===== src/rtl/core/rbs_pkg.sv =====
package rbs_pkg;

  localparam int CoordW  = 48;
  localparam int DirW    = 27;
  localparam int DiffW   = CoordW + 1;
  localparam int QuoW    = 47;
  localparam int RemW    = DirW;
  localparam int TolW    = 24;
  localparam int TW      = QuoW + 1;
  localparam int NumAxes = 3;
  localparam int SatShift = QuoW - 24;
  localparam int FracBits = 24;
  localparam int ParallelEpsilon = 168;

  localparam logic [QuoW-1:0] T_INF = {QuoW{1'b1}};
  localparam logic signed [DirW-1:0] EPS_POS = DirW'(ParallelEpsilon);
  localparam logic signed [DirW-1:0] EPS_NEG = -EPS_POS;

  typedef enum logic [2:0] {
    REG_BOX_MIN_X   = 3'd0,
    REG_BOX_MIN_Y   = 3'd1,
    REG_BOX_MIN_Z   = 3'd2,
    REG_BOX_MAX_X   = 3'd3,
    REG_BOX_MAX_Y   = 3'd4,
    REG_BOX_MAX_Z   = 3'd5,
    REG_CLOSE_TOL   = 3'd6,
    REG_DEPTH_TOL   = 3'd7
  } cfg_reg_e;

  // One long division in flight: partial remainder, dividend bits still to
  // shift in, and the quotient bits found so far.
  typedef struct packed {
    logic [RemW-1:0] rem;
    logic [QuoW-1:0] pend;
    logic [QuoW-1:0] quo;
  } div_lane_t;

  typedef struct packed {
    logic [DirW-1:0] ad;
    logic            par;
    logic            pmiss;
    logic            far_neg;
    logic            near_neg;
    logic            sat_far;
    logic            sat_near;
    div_lane_t       far;
    div_lane_t       near;
  } div_axis_t;

  typedef div_axis_t [NumAxes-1:0] div_bundle_t;

  typedef struct packed {
    logic            par;
    logic            pmiss;
    logic [TolW-1:0] tol;
    logic [TW-1:0]   tfar;
    logic [TW-1:0]   tnear;
  } slab_axis_t;

  typedef struct packed {
    logic                       ok;
    logic [TW-1:0]              tmin;
    logic [TW-1:0]              tmax;
    slab_axis_t [NumAxes-1:0]   ax;
  } slab_t;

  function automatic div_lane_t div_step(input div_lane_t l, input logic [DirW-1:0] ad);
    logic [RemW:0] s;
    div_lane_t     r;
    s = {l.rem, l.pend[QuoW-1]};
    r.pend = {l.pend[QuoW-2:0], 1'b0};
    if (s >= {1'b0, ad}) begin
      r.rem = RemW'(s - {1'b0, ad});
      r.quo = {l.quo[QuoW-2:0], 1'b1};
    end else begin
      r.rem = s[RemW-1:0];
      r.quo = {l.quo[QuoW-2:0], 1'b0};
    end
    return r;
  endfunction

endpackage


===== src/rtl/core/rbs_div_cell.sv =====
module rbs_div_cell (
  input  logic                 clk,
  input  logic                 rst,
  input  logic                 advance,
  input  logic                 in_valid,
  input  rbs_pkg::div_bundle_t in_data,
  output logic                 out_valid,
  output rbs_pkg::div_bundle_t out_data
);
  import rbs_pkg::*;

  div_bundle_t out_data_next;

  // One quotient bit for each of the six divisions.
  always_comb begin
    for (int i = 0; i < NumAxes; i++) begin
      out_data_next[i]      = in_data[i];
      out_data_next[i].far  = div_step(in_data[i].far, in_data[i].ad);
      out_data_next[i].near = div_step(in_data[i].near, in_data[i].ad);
    end
  end

  always_ff @(posedge clk) begin
    if (rst) begin
      out_valid <= 1'b0;
    end else if (advance) begin
      out_valid <= in_valid;
    end
  end

  always_ff @(posedge clk) begin
    if (advance) out_data <= out_data_next;
  end

endmodule


===== config.mk =====
export PLATFORM = sky130hd
export DESIGN_NAME = rbs_div_cell
export DESIGN_NICKNAME = d
export VERILOG_FILES = /design/src/rtl/core/rbs_pkg.sv /design/src/rtl/core/rbs_div_cell.sv
export SDC_FILE = /design/constraint.sdc
export NUM_CORES = 1
export LEC_CHECK = 0
export BUFFER_PORTS_ARGS = -buffer_cell sky130_fd_sc_hd__buf_2
export CORE_AREA = 2 2 646 648
export DETAILED_ROUTE_END_ITERATION = 12
export DIE_AREA = 0 0 648 650
export PLACE_DENSITY = 0.34
export SLEW_MARGIN = 20
export SYNTH_ARGS = -nofsm -noshare
export SYNTH_HDL_FRONTEND = slang
export SYNTH_SLANG_ARGS = --single-unit

===== constraint.sdc =====
create_clock -name clk -period 5.9 [get_ports clk]
set_input_delay 0.295 -clock clk [delete_from_list [all_inputs] [get_ports clk]]
set_output_delay 0.295 -clock clk [all_outputs]
set_load 0.01 [all_outputs]

After elaboration in Yosys (flattened, before gate mapping)
Cells that the tools add are included.
{"block": "word_totals", "register_bits": 820, "in_bits": 829, "elab_cells": 64, "output_inout_bits": 826}
{"block": "classes", "magnitude_cmp": 6, "add_sub_neg": 6, "n_mux": 12}
{"operator": ">= comparator 28 x 27 -> 1 bit", "count": 6}
{"operator": "two-way mux 27 bit", "count": 6}
{"operator": "subtractor 27 bit", "count": 6}
{"operator": "two-way mux 1 bit", "count": 6}

Depth between registers and ports, before layout
{"block": "depth", "depth_word": 2, "ltp_mapped": 14, "ltp_nobuf": 13}

Worst setup path after synthesis
No wires, ideal clock.
{"block": "synth_path", "kind": "input to register", "from": "input in_data[368] in the netlist's numbering", "to": "register out_data[394] in the netlist's numbering (data pin)", "n_path_buf": 1, "arrival_ns": 2.777, "setup_ns": 0.260, "slack_ns": 2.863, "required_ns": 5.640, "stages": 12, "cell_sequence": "inv_1 ha_1 fa_1 nor2b_1 o31a_1 o221ai_2 o21ai_1 a41oi_1 a21oi_1 a2bb2oi_2 buf_2 mux2_2"}
{"element": "start: declaration", "line": "rbs_div_cell.sv:6", "text": "input rbs_pkg::div_bundle_t in_data,"}
{"element": "end signal: assignment", "line": "rbs_div_cell.sv:32", "text": "if (advance) out_data <= out_data_next;"}
{"element": "end: declaration", "line": "rbs_div_cell.sv:8", "text": "output rbs_pkg::div_bundle_t out_data"}

==> flow_summary.json <==
{
  "crit_cells": 16,
  "max_slew.worst_pin.slew_ns": 1.04,
  "ys.flop_type": "edfxtp_1",
  "outcome": "finished clean",
  "hold_depth": 2,
  "clkSlewWorstSetupHoldPaths_ns": 0.06,
  "drv_cap": 0,
  "setup_violations": 0,
  "clock-sinks": 820,
  "r2r_start": "out_valid",
  "synthCells": 2320,
  "rsz0062_at_grt": "false",
  "critPathBufInv": 6,
  "via_count": 32600,
  "setup_tns_ns": 0,
  "fin_worst_skew_ns": 0,
  "critPathMaxStageDelay_ns": 0.72,
  "synth_edf_count": 819,
  "r2r-end": "out_valid",
  "wirelength_um": 315000,
  "synth_async_sr_flop_share": 0,
  "die_area_sq_um": 421000,
  "fp.dieW_um": 648,
  "register_area_sq_um": 24600,
  "maxSlewHeadroom": 0.306,
  "critical_path_class": "in -> reg",
  "root_buffer": "clkbuf_16",
  "peakVddDrop_mv": 0.290,
  "worstRegToRegCells": 3,
  "dp_hpwl_um": 273000,
  "insertion_delay_ns": 0.81,
  "p_per_area_nw_per_um2": 299,
  "multi_input_area_sq_um": 9770,
  "cp.arrival_ns": 4.86,
  "cts-htree-levels": 3,
  "drc": 0,
  "viasPerCell": 3.09,
  "dp.cells": 9432,
  "finish.net_count": 5944,
  "slowest_stage": "o21a_1",
  "syn_area_sq_um": 35000,
  "hp-class": "in -> reg",
  "finalHoldViolations": 0,
  "initial_utilization": 0.0844,
  "grt_antenna_before_repair": 223,
  "cts_buffers": 123,
  "r2r_setup_slack_ns": 4.77,
  "firstDrtPassIters": 7,
  "die_h_um": 650,
  "hold_ws_ns": 0.113,
  "rows": 237,
  "grt_overflow": 0,
  "ios": 1655,
  "leakage_nw": 25.1,
  "holdCritStartpoint": "in_data[59]",
  "min_period_ns": 4.27,
  "min_to": "out_data[60]",
  "yosysUniqueCellTypes": 79,
  "grt_first_pass_wirelength_um": 384000,
  "clockBufferDepth": 4,
  "ys_ff_latch": 820,
  "postCtsSetupBuffers": 0,
  "postRouteAntennaNets": 0,
  "cts_tree": "built",
  "startpoint_type": "input pin",
  "stdcell_count": 10600,
  "dp_slack_ns": 1.60,
  "grt_max_degree": 139,
  "endpoint_kind": "register",
  "cp_max_fo": 21,
  "critPathRequiredTime_ns": 6.49,
  "worstPathCellList": "dlygate4sd3_1, buf_2, inv_1, ha_1, nor2b_1, o21ai_0, a21oi_1, nor2_1, o21ai_0, buf_4, a21boi_1, o21a_1, inv_2, nand2_1, o2bb2ai_1, dlygate4sd3_1",
  "power_w": 0.0188,
  "area_growth_pct": 79.8,
  "port_buffers": 1642,
  "wl_per_cell_um": 29.8,
  "finalWeightedCongestion": 0.989,
  "fillers": 46500,
  "setup_ws_ns": 1.63,
  "seq_area_frac_synth": 0.703,
  "crit_family": "buffers and inverters",
  "grt_pass1_vias": 33100,
  "avgSynthCellArea_sq_um": 15.1,
  "maxSlewViolCount": 0,
  "grt_usage": 0.143,
  "period_share": 0.724,
  "fp.coreArea_sq_um": 415000,
  "max_freq_ghz": 0.234,
  "drt_iter0_markers": 2044,
  "layout-drive-gt1-share": 0.388,
  "yosys_warnings": 0
}
[metal layers]
layer	track usage	share of wire	wire (um)
met5	0	0	0
met4	0.0374	0.033	10300
met3	0.0407	0.074	23500
met2	0.253	0.49	154000
met1	0.169	0.40	127000
[cells in the mapped netlist, types with 3 or more instances]
cell / number / area share
edfxtp_1: 819 / 0.70
ha_1: 162 / 0.058
nand2_1: 158 / 0.017
a21oi_1: 143 / 0.020
o21ai_0: 126 / 0.018
inv_1: 116 / 0.012
nor2_1: 92 / 0.0099
mux2_2: 85 / 0.027
a21o_1: 76 / 0.016
xnor2_1: 74 / 0.019
xor2_1: 62 / 0.016
nand3_1: 31 / 0.0044
clkbuf_1: 29 / 0.0031
o21a_1: 29 / 0.0062
nor2b_1: 25 / 0.0045
nor3_1: 23 / 0.0033
nand4_1: 21 / 0.0038
a31oi_1: 20 / 0.0036
a211oi_1: 14 / 0.0030
o31ai_1: 14 / 0.0030
nand2b_1: 13 / 0.0023
and3_1: 12 / 0.0021
o21bai_1: 12 / 0.0026
and2_1: 10 / 0.0018
mux2i_1: 10 / 0.0029
buf_2: 9 / 0.0013
buf_4: 8 / 0.0017
o31a_1: 7 / 0.0018
a21boi_0: 6 / 0.0013
fa_1: 6 / 0.0034
mux2_4: 6 / 0.0026
nor3b_1: 6 / 0.0013
nor4_1: 6 / 0.0011
o211ai_1: 6 / 0.0013
or3_1: 6 / 0.0011
a211o_1: 5 / 0.0013
a311oi_1: 5 / 0.0013
o2111ai_1: 5 / 0.0013
o2bb2ai_1: 4 / 0.0010
a2111oi_0: 3 / 0.00075
nand3b_1: 3 / 0.00064
o41ai_1: 3 / 0.00075
or2_2: 3 / 0.00054
[how the worst max path moves through the flow]
| stage | startpoint | to | slack, ns |
|---|---|---|---|
| 2_1_floorplan | in_data[368] | out_data[394] | 2.86 |
| 3_3_place_gp | in_data[368] | out_data[380] | 1.61 |
| 3_5_place_dp | in_data[523] | out_data[382] | 1.60 |
| 4_1_cts | in_data[250] | out_data[115] | 1.78 |
| 5_1_grt | in_data[250] | out_data[115] | 1.47 |
| 6_report | in_data[250] | out_data[115] | 1.63 |
[sequential cells by signal, summed over array words and instances (netlist names)]
name and flops:
out_valid 1, out_data 819
[where the power goes]
group | internal [W] | leakage, nW | switching [W]
sequential | 0.00710 | 8.02 | 0.000329
combinational | 0.00153 | 15.2 | 0.00250
clock | 0.00413 | 1.85 | 0.00321
total | 0.0128 | 25.1 | 0.00604
[logic make-up (layout without fill, tap and decap cells)]
family,count (synthesis),after routing,synth area share
compound gates,515,515,0.0949
xor+xnor,136,136,0.0340
fa+ha+maj,168,168,0.0613
buf+inv,166,2886,0.0194
flops,820,820,0.703
mux,102,102,0.0331
other cells,1,29,0.000107
simple gates,412,412,0.0543
[what timing repair did]
item	in CTS	in global routing
gates resized for setup	0	0
hold endpoints to repair	852	0
hold buffers	886	0
[worst reg2reg max path, stage by stage, from the launching register on]
cell	delay, ns
dfxtp_1	0.30
mux2i_1	0.12
nor2_1	0.05
dlygate4sd3_1	0.54
[placed cells by master, fill, tap and decap left out, types with 23 or more instances in the layout]
cell type,instances
a21oi_1,143
buf_2,1641
clkinv_2,24
diode_2,23
xor2_1,62
mux2_2,85
nor3_1,23
nand3_1,31
edfxtp_1,819
o21a_1,29
ha_1,162
dlygate4sd3_1,886
a21o_1,76
clkbuf_16,123
nand2_1,158
nor2_1,92
nor2b_1,25
o21ai_0,126
inv_1,116
xnor2_1,74
[layout make-up]
| type | instances | share of cell area |
|---|---|---|
| Sequential cell | 820 | 0.391 |
| Timing Repair Buffer | 2546 | 0.276 |
| Inverter | 117 | 0.00698 |
| Clock inverter | 81 | 0.0110 |
| Multi-Input combinational cell | 1339 | 0.155 |
| Clock buffer | 142 | 0.0500 |
| Tap cell | 5497 | 0.109 |
| Antenna cell | 23 | 0.000914 |
[through the flow]
stage	cell area, sq um	util
5_1_grt	62900	0.152
4_1_cts	62900	0.152
2_1_floorplan	35000	-
3_3_place_gp	50100	0.121
3_5_place_dp	50200	0.121
6_report	63000	0.152
(Power assumes the default switching activity.)
