## config.mk

```make
export PLATFORM = sky130hd
export DESIGN_NAME = rbs_slab_cell
export DESIGN_NICKNAME = d
export VERILOG_FILES = /design/src/rtl/core/rbs_pkg.sv /design/src/rtl/core/rbs_slab_cell.sv
export SDC_FILE = /design/constraint.sdc
export NUM_CORES = 1
export LEC_CHECK = 0
export BUFFER_PORTS_ARGS = -buffer_cell sky130_fd_sc_hd__buf_4
export CELL_PAD_IN_SITES_DETAIL_PLACEMENT = 2
export CELL_PAD_IN_SITES_GLOBAL_PLACEMENT = 2
export CORE_AREA = 3 3 366 368
export CTS_CLUSTER_DIAMETER = 60
export DETAILED_ROUTE_END_ITERATION = 8
export DIE_AREA = 0 0 369 371
export PLACE_DENSITY_LB_ADDON = 0.1
export SETUP_SLACK_MARGIN = 0.4
export SLEW_MARGIN = 10
export SYNTH_ARGS = -nofsm -noshare
export SYNTH_HDL_FRONTEND = slang
export SYNTH_SLANG_ARGS = --single-unit
```

## constraint.sdc

```tcl
create_clock -name clk -period 12 [get_ports clk]
set_input_delay 0.6 -clock clk [delete_from_list [all_inputs] [get_ports clk]]
set_output_delay 0.6 -clock clk [all_outputs]
set_load 0.01 [all_outputs]
```

## src/rtl/core/rbs_pkg.sv

```systemverilog
package rbs_pkg;

  localparam int CoordW  = 48;
  localparam int DirW    = 27;
  localparam int DiffW   = CoordW + 1;
  localparam int QuoW    = 47;
  localparam int RemW    = DirW;
  localparam int TolW    = 24;
  localparam int TW      = QuoW + 1;
  localparam int NumAxes = 3;
  localparam int SatShift = QuoW - 24;
  localparam int FracBits = 24;
  localparam int ParallelEpsilon = 168;

  localparam logic [QuoW-1:0] T_INF = {QuoW{1'b1}};
  localparam logic signed [DirW-1:0] EPS_POS = DirW'(ParallelEpsilon);
  localparam logic signed [DirW-1:0] EPS_NEG = -EPS_POS;

  typedef enum logic [2:0] {
    REG_BOX_MIN_X   = 3'd0,
    REG_BOX_MIN_Y   = 3'd1,
    REG_BOX_MIN_Z   = 3'd2,
    REG_BOX_MAX_X   = 3'd3,
    REG_BOX_MAX_Y   = 3'd4,
    REG_BOX_MAX_Z   = 3'd5,
    REG_CLOSE_TOL   = 3'd6,
    REG_DEPTH_TOL   = 3'd7
  } cfg_reg_e;

  // One long division in flight: partial remainder, dividend bits still to
  // shift in, and the quotient bits found so far.
  typedef struct packed {
    logic [RemW-1:0] rem;
    logic [QuoW-1:0] pend;
    logic [QuoW-1:0] quo;
  } div_lane_t;

  typedef struct packed {
    logic [DirW-1:0] ad;
    logic            par;
    logic            pmiss;
    logic            far_neg;
    logic            near_neg;
    logic            sat_far;
    logic            sat_near;
    div_lane_t       far;
    div_lane_t       near;
  } div_axis_t;

  typedef div_axis_t [NumAxes-1:0] div_bundle_t;

  typedef struct packed {
    logic            par;
    logic            pmiss;
    logic [TolW-1:0] tol;
    logic [TW-1:0]   tfar;
    logic [TW-1:0]   tnear;
  } slab_axis_t;

  typedef struct packed {
    logic                       ok;
    logic [TW-1:0]              tmin;
    logic [TW-1:0]              tmax;
    slab_axis_t [NumAxes-1:0]   ax;
  } slab_t;

  function automatic div_lane_t div_step(input div_lane_t l, input logic [DirW-1:0] ad);
    logic [RemW:0] s;
    div_lane_t     r;
    s = {l.rem, l.pend[QuoW-1]};
    r.pend = {l.pend[QuoW-2:0], 1'b0};
    if (s >= {1'b0, ad}) begin
      r.rem = RemW'(s - {1'b0, ad});
      r.quo = {l.quo[QuoW-2:0], 1'b1};
    end else begin
      r.rem = s[RemW-1:0];
      r.quo = {l.quo[QuoW-2:0], 1'b0};
    end
    return r;
  endfunction

endpackage

```

## src/rtl/core/rbs_slab_cell.sv

```systemverilog
module rbs_slab_cell (
  input  logic           clk,
  input  logic           rst,
  input  logic           advance,
  input  logic           in_valid,
  input  rbs_pkg::slab_t in_data,
  output logic           out_valid,
  output rbs_pkg::slab_t out_data
);
  import rbs_pkg::*;

  slab_t out_data_next;

  // Narrows the interval with the axis at the head of the list, then moves
  // the remaining axes up one place.
  always_comb begin
    logic [TW:0]   max_lim, min_lim;
    logic [TW-1:0] tmax_new;
    logic          upd_max, upd_min;
    slab_axis_t    a;
    a       = in_data.ax[0];
    max_lim = {in_data.tmax[TW-1], in_data.tmax} - {{(TW+1-TolW){1'b0}}, a.tol};
    min_lim = {in_data.tmin[TW-1], in_data.tmin} + {{(TW+1-TolW){1'b0}}, a.tol};
    upd_max = $signed({a.tfar[TW-1], a.tfar}) <= $signed(max_lim);
    upd_min = $signed({a.tnear[TW-1], a.tnear}) >= $signed(min_lim);
    tmax_new = upd_max ? a.tfar : in_data.tmax;
    out_data_next = in_data;
    for (int i = 0; i < NumAxes - 1; i++) out_data_next.ax[i] = in_data.ax[i+1];
    if (in_data.ok) begin
      if (a.par) begin
        out_data_next.ok = !a.pmiss;
      end else if ($signed(a.tfar) < $signed(in_data.tmin)) begin
        out_data_next.ok = 1'b0;
      end else begin
        out_data_next.tmax = tmax_new;
        if (upd_min) begin
          if ($signed(a.tnear) > $signed(tmax_new)) out_data_next.ok = 1'b0;
          else out_data_next.tmin = a.tnear;
        end
      end
    end
  end

  always_ff @(posedge clk) begin
    if (rst) begin
      out_valid <= 1'b0;
    end else if (advance) begin
      out_valid <= in_valid;
    end
  end

  always_ff @(posedge clk) begin
    if (advance) out_data <= out_data_next;
  end

endmodule

```

* Yosys cells after proc, flatten, opt, wreduce, memory -nomap -nowiden
Cells that the tools add are included.
** Storage, ports and cells
- Register bits :: 342
- Output and inout port bits :: 464
- Input bits :: 467
** Cells by class
- Magnitude comparators :: 4
- Multiplexer cells :: 9
- Reductions and logical operators :: 1
- $add $sub $neg :: 2
** Operators with widths (number)
- 2-to-1 mux 96 bit :: 3
- 2-to-1 mux 48 bit :: 2
- adder 48 x 25 -> 49 bit :: 1
- greater-or-equal comparator 48 x 49 -> 1 bit :: 1
- <= comparator 48 x 49 -> 1 bit :: 1
- 2-to-1 mux 49 bit :: 1
- subtractor 48 x 25 -> 49 bit :: 1
- greater-than comparator 48 bit :: 1
- < comparator 48 bit :: 1
- 2-to-1 mux 1 bit :: 3
- zero test 1 bit :: 1

* Depth between registers and ports, before layout
- Depth in word-level cells :: 9
- Mapped depth :: 38
- Depth with buffers taken out :: 32

* Worst setup path after synthesis
Ideal clock, no wire load.
- Path kind :: in2reg
- From :: input port in_data[97] (netlist bit)
- To :: register out_data[441] (netlist bit), data pin
- Library setup time :: 0.260 ns
- Required time :: 11.740 ns
- Stages on the path :: 36
- Path buffers :: 6
- Setup slack :: 4.510 ns
- Arrival :: 7.230 ns
- Cells stage by stage :: inv_1 ha_1 nor2b_1 o21a_1 o21ai_0 a211oi_1 nor2_1 o21ai_0 a31oi_1 clkbuf_1 nand4b_1 xor2_1 ha_1 nand4_1 nor4_1 nand2_1 nor4_1 a211oi_1 o21ai_0 a31o_2 buf_2 buf_2 buf_2 mux2i_1 ha_1 a21oi_1 o221ai_1 a221o_1 nand2_1 a21o_1 nand2_1 mux2i_1 or3_4 buf_6 buf_6 mux2_4
** RTL lines
- start: declaration :: RTL line rbs_slab_cell.sv:6 : input rbs_pkg::slab_t in_data,
- end signal: assignment :: RTL line rbs_slab_cell.sv:53 : if (advance) out_data <= out_data_next;
- end: declaration :: RTL line rbs_slab_cell.sv:8 : output rbs_pkg::slab_t out_data

==> metrics.yaml <==
routing:
  vias: 17300
  firstDrtPassIters: 5
  wl_per_cell_um: 27.9
  dr.first_iter.drc_count: 583
  wl_um: 122000
  drc: 0
  antenna_left: 0
  viasPerCell: 3.96
die:
  chipHeight_um: 371
  row_count: 133
  die_area_mm2: 0.137
  initial_core_util: 0.157
  coreArea_mm2: 0.131
  die_w_um: 369
  io_pins: 931
synth:
  synth.area.mux_share: 0.0809
  seq_area_frac_synth: 0.498
  synthSimpleGateAreaFrac: 0.0788
  synth_area_mm2: 0.0206
  synth_top_family_by_area: "adder cells"
  synth_compound_area_frac: 0.0886
  avgSynthCellArea_um2: 12.3
  synth_top_area_share: 0.497
  synth-xor-area-share: 0.0366
  synth-edff-count: 341
  synth_seq_cells: 342
  ys_types: 62
  synth.largest_area_cell: "edfxtp_1"
  synth_fp_nets: 2384
  yosys_warnings: 0
  syn_inst: 1674
  synthArstFlopShare: 0
  synth_adder_area_share: 0.148
  yosys_most_used_dff: "edfxtp_1"
  synthTopCellsByArea: "edfxtp_1 (50%), ha_1 (15%), buf_4 (4.5%)"
global_route:
  grt_pass1_wl_um: 163000
  first_global_vias: 19200
  grt_max_degree: 82
  antenna_found_initial: 54
  gr-total-overflow: 0
  grt_usage: 0.171
critical_path:
  worst_ep_required_time_ns: 12.39
  crit_arrival_ns: 10.10
  crit_path_max_incr_delay_ns: 0.81
  reg2reg_slack_ns: 11.41
  critPathMaxFanout: 38
  r2r-start: "out_valid"
  rr_endpoint: "out_valid"
  r2r_cells: 2
  end_kind: "flop"
  crit_path_top_delay_cell: "a211oi_1"
  setup.worst_path.start: "in_data[97]"
  worstSetupStartpointType: "primary input"
  path_class: "in2reg"
hold_path:
  whs_endpoint: "out_data[281]"
  hp-start: "in_data[281]"
  hold_class: "in2reg"
  holdPathStages: 1
timing:
  timing.fmax_mhz: 103
  slew_violations: 0
  fin_crit_sh: 0.809
  setup_viol: 0
  slew_headroom: 0.274
  worst_pin_slew_ns: 1.09
  hold_viol: 0
  min_period_ns: 9.71
  setup-tns-final_ns: 0
  skew_ns: 0
  rsz0062_at_grt: "no"
power_and_ir_drop:
  leakage_uw: 0.0135
  power-per-cell-area_mw_per_mm2: 138
  ir_worst_vdd_v: 0.0000981
clock_network:
  cts_tree: "yes"
  clock_path_buffers: 3
  cts_resized: 0
  cts_setup_buffers: 0
  clock_sinks: 342
  cts_root_buffer: "clkbuf_16"
  clk_pin_slew_ns: 0.06
  htreeDepth: 2
  hold_buffers: 0
  clk-insertion-delay-late_ns: 0.64
  cts_made_buffers: 61
placed_design:
  gp_congestion: 0.902
  hpwlAfterDp_um: 105000
  portBuffers: 930
  dpl.cell_count: 4234
cells_and_area:
  area_growth_pct: 50.5
  fin_cells: 4366
  fillerInstances: 14600
  final_nets: 3252
  drive_gt1_frac: 0.445
run:
  cap_violations: 0
run_status:
  status: "completed"
==> kinds of logic after synthesis <==
kind of cell               after synthesis
DFF                                    342
and+or+nand+nor                        315
AOI/OAI and AO/OA                      297
buffers and inverters                  244
adders and majority gates              243
muxes                                  147
xor gates and xnor gates                86
==> flip-flops by register name (all words and copies together) (netlist names) <==
| name | cells |
|---|---|
| out_data | 341 |
| out_valid | 1 |
==> placed cells by master, fill, tap and decap left out, types with 14 or more instances in the layout <==
master,count
a211oi_1,15
a21o_1,42
a21oi_1,110
buf_4,947
clkbuf_16,62
clkinvlp_4,14
diode_2,20
edfxtp_1,341
ha_1,241
inv_1,100
mux2_2,76
mux2_4,20
mux2i_1,51
nand2_1,80
nand3_1,37
nand4_1,42
nor2_1,51
nor2b_1,14
nor3_1,25
o21ai_0,61
xnor2_1,49
xor2_1,37
==> power breakdown <==
group | total [uW] | leakage (uW) | switching [uW] | internal (uW)
sequential | 1480 | 0.00335 | 44.3 | 1430
combinational | 1020 | 0.00924 | 556 | 464
clock | 1770 | 0.000949 | 694 | 1080
total | 4270 | 0.0135 | 1290 | 2970
==> cells in the mapped netlist, types with 4 or more instances <==
cell and number:
a211oi_1 15, a21o_1 42, a21oi_1 110, a31oi_1 13
and3_1 10, buf_2 11, buf_4 124, clkbuf_1 6
edfxtp_1 341, ha_1 241, inv_1 100, mux2_2 76
mux2_4 20, mux2i_1 51, nand2_1 80, nand2b_1 13
nand3_1 37, nand4_1 42, nand4b_1 4, nor2_1 52
nor2b_1 14, nor3_1 25, nor4_1 13, o211ai_1 4
o21a_1 7, o21ai_0 61, o21bai_1 7, o22ai_1 4
o31a_1 4, or3_1 4, xnor2_1 49, xor2_1 37
==> per-stage QoR <==
stage	hold slack, ns	area [um^2]	setup slack [ns]	util	power [uW]
finish	0.0894	31000	2.29	0.237	4270
global route	0.0388	31000	1.41	0.236	4500
CTS	0.0181	31000	1.93	0.236	4390
detailed placement	0.503	28900	1.29	0.221	2550
global placement	0.488	28900	1.54	0.221	2530
floorplan	0.528	20600	4.51	-	1960
==> critical path: cells and delay by family <==
| family | cells | cell delay, ns |
|---|---|---|
| compound gates | 13 | 4.25 |
| xor+xnor | 1 | 0.18 |
| fa+ha+maj | 3 | 0.89 |
| buf+inv | 5 | 0.86 |
| mux | 3 | 0.92 |
| simple gates | 9 | 2.33 |
==> routing by layer <==
| layer | GRT usage | vias to the layer above | wire length [um] |
|---|---|---|---|
| met3 | 0.0689 | 152 | 11100 |
| met1 | 0.188 | 8583 | 45700 |
| li1 | - | 7990 | - |
| met4 | 0.0456 | 54 | 3060 |
| met5 | 0 | - | 335 |
| met2 | 0.304 | 520 | 61800 |
==> worst max-delay path by stage <==
stage,end,slack [ns],depth (start not counted)
global placement,out_data[423],1.54,34
finish,out_data[431],2.29,34
CTS,out_data[431],1.93,34
global route,out_data[430],1.41,34
detailed placement,out_data[415],1.29,34
floorplan,out_data[441],4.51,36
==> layout make-up <==
class	instances	area [um^2]	share of cell area
Antenna cell	20	50.0	0.00161
Clock buffer	69	1580	0.0509
Clock inverter	43	470	0.0152
Inverter	100	375	0.0121
Multi-Input combinational cell	1088	8940	0.288
Sequential cell	342	10300	0.331
Tap cell	1755	2200	0.0708
Timing Repair Buffer	949	7140	0.230
Note: power is estimated with default switching activity, not from simulation.
