`config.mk`:
```
export PLATFORM = sky130hd
export DESIGN_NAME = rbs_prep
export DESIGN_NICKNAME = d
export VERILOG_FILES = /design/src/rtl/core/rbs_pkg.sv /design/src/rtl/core/rbs_prep.sv
export SDC_FILE = /design/constraint.sdc
export NUM_CORES = 2
export LEC_CHECK = 0
export ABC_AREA = 0
export BUFFER_PORTS_ARGS = -buffer_cell sky130_fd_sc_hd__buf_2
export CORE_AREA = 3 3 524 526
export CTS_BUF_LIST = sky130_fd_sc_hd__clkbuf_16
export CTS_CLUSTER_DIAMETER = 30
export DETAILED_ROUTE_END_ITERATION = 16
export DIE_AREA = 0 0 527 529
export GPL_TIMING_DRIVEN = 0
export SETUP_SLACK_MARGIN = 0.05
export SLEW_MARGIN = 20
export SYNTH_ARGS = -nofsm -noshare
export SYNTH_HDL_FRONTEND = slang
export SYNTH_SLANG_ARGS = --single-unit
export TNS_END_PERCENT = 50
```
`constraint.sdc`:
```
create_clock -name clk -period 5.9 [get_ports clk]
set_input_delay 0.59 -clock clk [delete_from_list [all_inputs] [get_ports clk]]
set_output_delay 0.59 -clock clk [all_outputs]
set_load 0.01 [all_outputs]
```
`src/rtl/core/rbs_pkg.sv`:
```
package rbs_pkg;

  localparam int CoordW  = 48;
  localparam int DirW    = 27;
  localparam int DiffW   = CoordW + 1;
  localparam int QuoW    = 47;
  localparam int RemW    = DirW;
  localparam int TolW    = 24;
  localparam int TW      = QuoW + 1;
  localparam int NumAxes = 3;
  localparam int SatShift = QuoW - 24;
  localparam int FracBits = 24;
  localparam int ParallelEpsilon = 168;

  localparam logic [QuoW-1:0] T_INF = {QuoW{1'b1}};
  localparam logic signed [DirW-1:0] EPS_POS = DirW'(ParallelEpsilon);
  localparam logic signed [DirW-1:0] EPS_NEG = -EPS_POS;

  typedef enum logic [2:0] {
    REG_BOX_MIN_X   = 3'd0,
    REG_BOX_MIN_Y   = 3'd1,
    REG_BOX_MIN_Z   = 3'd2,
    REG_BOX_MAX_X   = 3'd3,
    REG_BOX_MAX_Y   = 3'd4,
    REG_BOX_MAX_Z   = 3'd5,
    REG_CLOSE_TOL   = 3'd6,
    REG_DEPTH_TOL   = 3'd7
  } cfg_reg_e;

  // One long division in flight: partial remainder, dividend bits still to
  // shift in, and the quotient bits found so far.
  typedef struct packed {
    logic [RemW-1:0] rem;
    logic [QuoW-1:0] pend;
    logic [QuoW-1:0] quo;
  } div_lane_t;

  typedef struct packed {
    logic [DirW-1:0] ad;
    logic            par;
    logic            pmiss;
    logic            far_neg;
    logic            near_neg;
    logic            sat_far;
    logic            sat_near;
    div_lane_t       far;
    div_lane_t       near;
  } div_axis_t;

  typedef div_axis_t [NumAxes-1:0] div_bundle_t;

  typedef struct packed {
    logic            par;
    logic            pmiss;
    logic [TolW-1:0] tol;
    logic [TW-1:0]   tfar;
    logic [TW-1:0]   tnear;
  } slab_axis_t;

  typedef struct packed {
    logic                       ok;
    logic [TW-1:0]              tmin;
    logic [TW-1:0]              tmax;
    slab_axis_t [NumAxes-1:0]   ax;
  } slab_t;

  function automatic div_lane_t div_step(input div_lane_t l, input logic [DirW-1:0] ad);
    logic [RemW:0] s;
    div_lane_t     r;
    s = {l.rem, l.pend[QuoW-1]};
    r.pend = {l.pend[QuoW-2:0], 1'b0};
    if (s >= {1'b0, ad}) begin
      r.rem = RemW'(s - {1'b0, ad});
      r.quo = {l.quo[QuoW-2:0], 1'b1};
    end else begin
      r.rem = s[RemW-1:0];
      r.quo = {l.quo[QuoW-2:0], 1'b0};
    end
    return r;
  endfunction

endpackage

```
`src/rtl/core/rbs_prep.sv`:
```
module rbs_prep (
  input  logic                                  clk,
  input  logic                                  rst,
  input  logic                                  advance,
  input  logic                                  in_valid,
  input  logic [rbs_pkg::NumAxes-1:0][rbs_pkg::CoordW-1:0] origin,
  input  logic [rbs_pkg::NumAxes-1:0][rbs_pkg::DirW-1:0]   dir,
  input  logic [rbs_pkg::NumAxes-1:0][rbs_pkg::CoordW-1:0] lo,
  input  logic [rbs_pkg::NumAxes-1:0][rbs_pkg::CoordW-1:0] hi,
  output logic                                  out_valid,
  output rbs_pkg::div_bundle_t                  out_data
);
  import rbs_pkg::*;

  logic                                 a_valid;
  logic [NumAxes-1:0][DiffW-1:0]        a_dlo, a_dhi, a_dlo_next, a_dhi_next;
  logic [NumAxes-1:0][DirW-1:0]         a_ad, a_ad_next;
  logic [NumAxes-1:0]                   a_dneg, a_par, a_pmiss;
  logic [NumAxes-1:0]                   a_par_next, a_pmiss_next;
  div_bundle_t                          out_data_next;

  // First stage: offsets of both bounds from the origin and the divisor magnitude.
  always_comb begin
    for (int i = 0; i < NumAxes; i++) begin
      a_dlo_next[i] = {lo[i][CoordW-1], lo[i]} - {origin[i][CoordW-1], origin[i]};
      a_dhi_next[i] = {hi[i][CoordW-1], hi[i]} - {origin[i][CoordW-1], origin[i]};
      a_ad_next[i]  = dir[i][DirW-1] ? (~dir[i] + 1'b1) : dir[i];
      a_par_next[i] = ($signed(dir[i]) >= EPS_NEG) && ($signed(dir[i]) <= EPS_POS);
      a_pmiss_next[i] = ($signed(a_dlo_next[i]) > 0) || a_dhi_next[i][DiffW-1];
    end
  end

  // Second stage: pick far and near bounds, take magnitudes and set up division.
  always_comb begin
    logic [DiffW-1:0] f, n, af, an;
    for (int i = 0; i < NumAxes; i++) begin
      f  = a_dneg[i] ? a_dlo[i] : a_dhi[i];
      n  = a_dneg[i] ? a_dhi[i] : a_dlo[i];
      af = f[DiffW-1] ? (~f + 1'b1) : f;
      an = n[DiffW-1] ? (~n + 1'b1) : n;
      out_data_next[i].ad       = a_ad[i];
      out_data_next[i].par      = a_par[i];
      out_data_next[i].pmiss    = a_pmiss[i];
      out_data_next[i].far_neg  = f[DiffW-1] ^ a_dneg[i];
      out_data_next[i].near_neg = n[DiffW-1] ^ a_dneg[i];
      out_data_next[i].sat_far  = {1'b0, af} >= {a_ad[i], {SatShift{1'b0}}};
      out_data_next[i].sat_near = {1'b0, an} >= {a_ad[i], {SatShift{1'b0}}};
      out_data_next[i].far.rem  = {1'b0, af[DiffW-1:SatShift]};
      out_data_next[i].far.pend = {af[SatShift-1:0], {FracBits{1'b0}}};
      out_data_next[i].far.quo  = '0;
      out_data_next[i].near.rem  = {1'b0, an[DiffW-1:SatShift]};
      out_data_next[i].near.pend = {an[SatShift-1:0], {FracBits{1'b0}}};
      out_data_next[i].near.quo  = '0;
    end
  end

  always_ff @(posedge clk) begin
    if (rst) begin
      a_valid   <= 1'b0;
      out_valid <= 1'b0;
    end else if (advance) begin
      a_valid   <= in_valid;
      out_valid <= a_valid;
    end
  end

  always_ff @(posedge clk) begin
    if (advance) begin
      a_dlo   <= a_dlo_next;
      a_dhi   <= a_dhi_next;
      a_ad    <= a_ad_next;
      a_par   <= a_par_next;
      a_pmiss <= a_pmiss_next;
      for (int i = 0; i < NumAxes; i++) a_dneg[i] <= dir[i][DirW-1];
      out_data <= out_data_next;
    end
  end

endmodule

```
# Yosys cells after proc, flatten, opt, wreduce, memory -nomap -nowiden
# Cells that the tools add are included.
dict set report word_totals {
  ramBits 0
  memories 0
  regBits 779
  out_inout_bits 826
  mem_bits_ro 0
  latch_bits 0
}
dict set report op_classes {
  mux 15
  add_sub_neg 15
  n_eq_ne 0
  n_mul 0
  div_mod_pow 0
  bitwise_logic 15
  n_lt_le_gt_ge 15
  reduce_logical 6
  shift 0
}
# op n
set op_table {}
lappend op_table {{2-to-1 mux 49 bit} 12}
lappend op_table {{>= comparator 49 x 50 -> 1 bit} 6}
lappend op_table {{adder 49 x 1 -> 49 bit, second input constant} 6}
lappend op_table {{inverter 49 bit} 6}
lappend op_table {{subtractor 48 x 48 -> 49 bit} 6}
lappend op_table {{greater-than comparator 49 x 1 -> 1 bit, second input constant} 3}
lappend op_table {{adder 27 x 1 -> 27 bit, second input constant} 3}
lappend op_table {{>= comparator 27 x 9 -> 1 bit, second input constant} 3}
lappend op_table {{less-or-equal comparator 27 x 9 -> 1 bit, second input constant} 3}
lappend op_table {{inverter 27 bit} 3}
lappend op_table {{2-to-1 mux 26 bit} 3}
lappend op_table {{XOR 1 bit} 6}
lappend op_table {{logical AND 1 bit} 3}
lappend op_table {{logical OR 1 bit} 3}

# Logic depth before layout (Yosys ltp)
dict set report logic_depth {
  word_depth 5
  mapped_depth 29
  depth_no_buf 24
}

# Least setup slack after synthesis
# No wires, ideal clock.
dict set report synth_timing {
  path_kind {reg2reg}
  start {register a_dneg[1]}
  end {register out_data[518] (netlist name), data pin}
  stages_incl_launch_ff 27
  setup_time_ps 131
  arrival_time_ps 5810
  path_slack_ps -41
  required_time_ps 5769
  path_cell_list {edfxtp_1 > buf_4 > buf_4 > buf_6 > buf_2 > buf_1 > buf_1 > clkbuf_1 > mux2i_1 > ha_1 > o21ai_1 > or2_1 > nor4_1 > nand3_1 > nor3_2 > nand4_1 > o41ai_1 > xnor2_1 > ha_1 > nand4b_1 > nor4_1 > nand3_1 > nor4_1 > nand4_1 > nor4_1 > a31oi_1 > nand2_1}
}
# element line
set synth_rtl {}
lappend synth_rtl {{start: declaration} rbs_prep.sv:18} ;# logic [NumAxes-1:0] a_dneg, a_par, a_pmiss;
lappend synth_rtl {{end signal: assignment} rbs_prep.sv:75} ;# out_data <= out_data_next;
lappend synth_rtl {{end: declaration} rbs_prep.sv:11} ;# output rbs_pkg::div_bundle_t out_data

==> out/metrics.yaml <==
slew_headroom_pct: 13.36
p_sw_share_pct: 35.17
synth.area.top_cells: "edfxtp_1 39%, ha_1 9.6%, xnor2_1 5.6%, buf_4 5.5%, mux2i_1 4.2%"
netlist_instances: 6108
vias_per_cell: 4.715
drive_gt1_share_pct: 26.32
die_area_um2: 278800
clkSinkCount: 779
start_util_pct: 22.06
cts_made_buffers: 186
path_buf_inv: 13
maxSlewViolCount: 0
worstSetupEndpointType: "register"
hp-class: "in -> reg"
ir_drop_mv: 0.2392
p_leak_nw: 34.15
place_hpwl_um: 213400
gp_congestion: 0.9680
n_fill_cell: 28400
die_h_um: 529
ys_seq_elements: 779
multi_input_area_um2: 34100
regArea_um2: 23370
rsz0062_at_grt: "yes"
cts_root_buf: "clkbuf_16"
h-tree-depth: 4
critPathKind: "reg -> reg"
layout_common_cells: "913 x buf_2, 777 x edfxtp_1, 553 x buf_4, 450 x ha_1"
preCtsSetupSlack_ps: -3585
syn2layout_area_growth_pct: 33.22
min_period_ps: 6258
min-delay-start: "dir[54]"
r2r_start: "a_dneg[1]"
cpLargestDelayFamily: "buffers and inverters"
numPortBuffers: 909
drt_iter0_markers: 4807
cts.clk_slew.worst_paths_ps: 50
violations: "negative setup slack"
clock_latency_ps: 840
placedCellCount: 11030
drv_cap: 0
yosysUniqueCellTypes: 89
clockBufferDepth: 4
ys_seq_area_share_pct: 39.16
pwr-share-comb_pct: 30.7
final_common_cell: "buf_2"
track_usage_pct: 17.22
tritoncts: "built"
grt_first_pass_wirelength_um: 355400
antenna_found_initial: 36
worst_pin_slew_ps: 1296
power.share.sequential_pct: 30.8
die_w_um: 527
switching_power_w: 0.009308
arrival_ps: 6880
slowest_delay_ps: 520
crit_top_cell: "buf_6"
synth_edf_count: 777
p_int_w: 0.01716
syn_area_um2: 59680
synth_top_cell_area_share_pct: 39.09
firstDrtPassIters: 6
hold_ws_ps: 80.80
syn_area_per_cell_um2: 9.772
finalSetupViolCount: 2
num-nets-final: 8738
setup_slack_ps: -358.0
period_share_pct: 106.1
wirelength_um: 255000
wire_per_inst_um: 22.19
ant_nets: 0
critPathRequiredTime_ps: 6520
grt_max_degree: 105
worst-path-max-fanout: 10
dominantRegCellSynth: "edfxtp_1"
grt_pass1_vias: 50740
drc_errors: 0
power_density_nw_per_um2: 332.8
final_util_pct: 29.39
rows: 191
status: "finished, violations left"
skew_ps: 119.9
cp-start-kind: "register"
hold_violations: 0
dr_total_vias: 54190
post-synth-top-area-cell: "edfxtp_1"
clockPowerShare_pct: 38.5
layoutNonFillerInstCount: 11490
worstSetupStartpoint: "a_dneg[1]"
core-area_um2: 270500
finalSetupTns_ps: -705.3
yosysWarnings: 0
cp_slowest_cell: "or4b_4"
ios: 1343
fmax_ghz: 0.1598
synthArstFlopShare_pct: 0
grt-ovfl-total: 0
## Yosys cell counts (all sizes together), types with 25 or more instances
cell    instances
nor2b          82
a31oi          75
o21a           90
nor3          203
edfxtp        777
or4            30
a211oi         39
ha            456
xnor2         385
mux2i         249
a21oi         436
mux2           25
inv           347
a21o          142
clkbuf         94
o31ai          54
nor2          348
nand4         115
nand2b        115
and2           31
o211ai         31
and3           38
o21ai         382
buf           490
nand3          82
or2            31
nor4           65
or3            35
o21bai         40
xor2          199
nand2         340
## stage by stage
stage | instance area [µm²] | power (W)
finish | 79510 | 0.02646
global placement | 70320 | 0.01584
floorplan | 61300 | 0.01246
global route | 79480 | 0.02758
detailed placement | 70560 | 0.01573
CTS | 79000 | 0.02639
## final cells by class
class | count | share of cell area [%]
multi-input cells | 4829 | 42.89
flip-flops and latches | 779 | 29.40
repair buffers | 1033 | 7.218
clock buffers | 187 | 5.885
well taps | 3570 | 5.618
plain buffers | 583 | 5.354
clock inverters | 148 | 1.947
inverters | 347 | 1.643
diodes | 17 | 0.05350
## state kept, by name, summed over array words and instances (netlist names)
signal,count
a_ad,81
out_data,393
a_valid,1
a_par,3
a_pmiss,3
out_valid,1
a_dhi,147
a_dlo,147
a_dneg,3
## cell families after synthesis
| kind of cell | Yosys count | synth area share [%] |
|---|---|---|
| buffers and inverters | 931 | 8.694 |
| XOR/XNOR | 584 | 8.570 |
| AND/OR/NAND/NOR | 1577 | 13.36 |
| adder cells (fa/ha/maj) | 462 | 9.761 |
| AO/OA/AOI/OAI | 1500 | 15.81 |
| multiplexers | 274 | 4.648 |
| other | 1 | 0.006283 |
| flip-flops | 779 | 39.16 |
## worst paths after layout
path	cells after the start	slack, ps	to
worst max-delay path	25	-360	out_data[517]
worst min-delay path	1	80	a_ad[54]
worst max register to register	25	-360	out_data[517]
worst min register to register	0	370	out_data[816]
## metal layers
metal  global-route usage (%)  up-vias  share of wire, %
li1                         -    25090                 -
met1                    22.38    25580                41
met2                    27.10     2981                44
met3                    3.132      519               8.5
met4                    9.204       18               6.0
met5                        0        -             0.036
## power groups by stage
stage,logic (W),clock network [W],registers [W]
after floorplan,0.00439,0,0.00807
after global placement,0.00751,0,0.00833
after detailed placement,0.00754,0,0.00819
after CTS,0.00790,0.0104,0.00813
after global routing,0.00872,0.0106,0.00822
final,0.00811,0.0102,0.00816
## repair_timing
action | in CTS | in global routing
hold buffers | 8 | 0
pin swaps | 70 | 48
setup endpoints to repair | 22 | 6
hold endpoints to repair | 8 | 0
setup buffers | 81 | 25
gates resized for setup | 342 | 60
gates cloned | 1 | 0
Note: power is estimated with default switching activity, not from simulation.
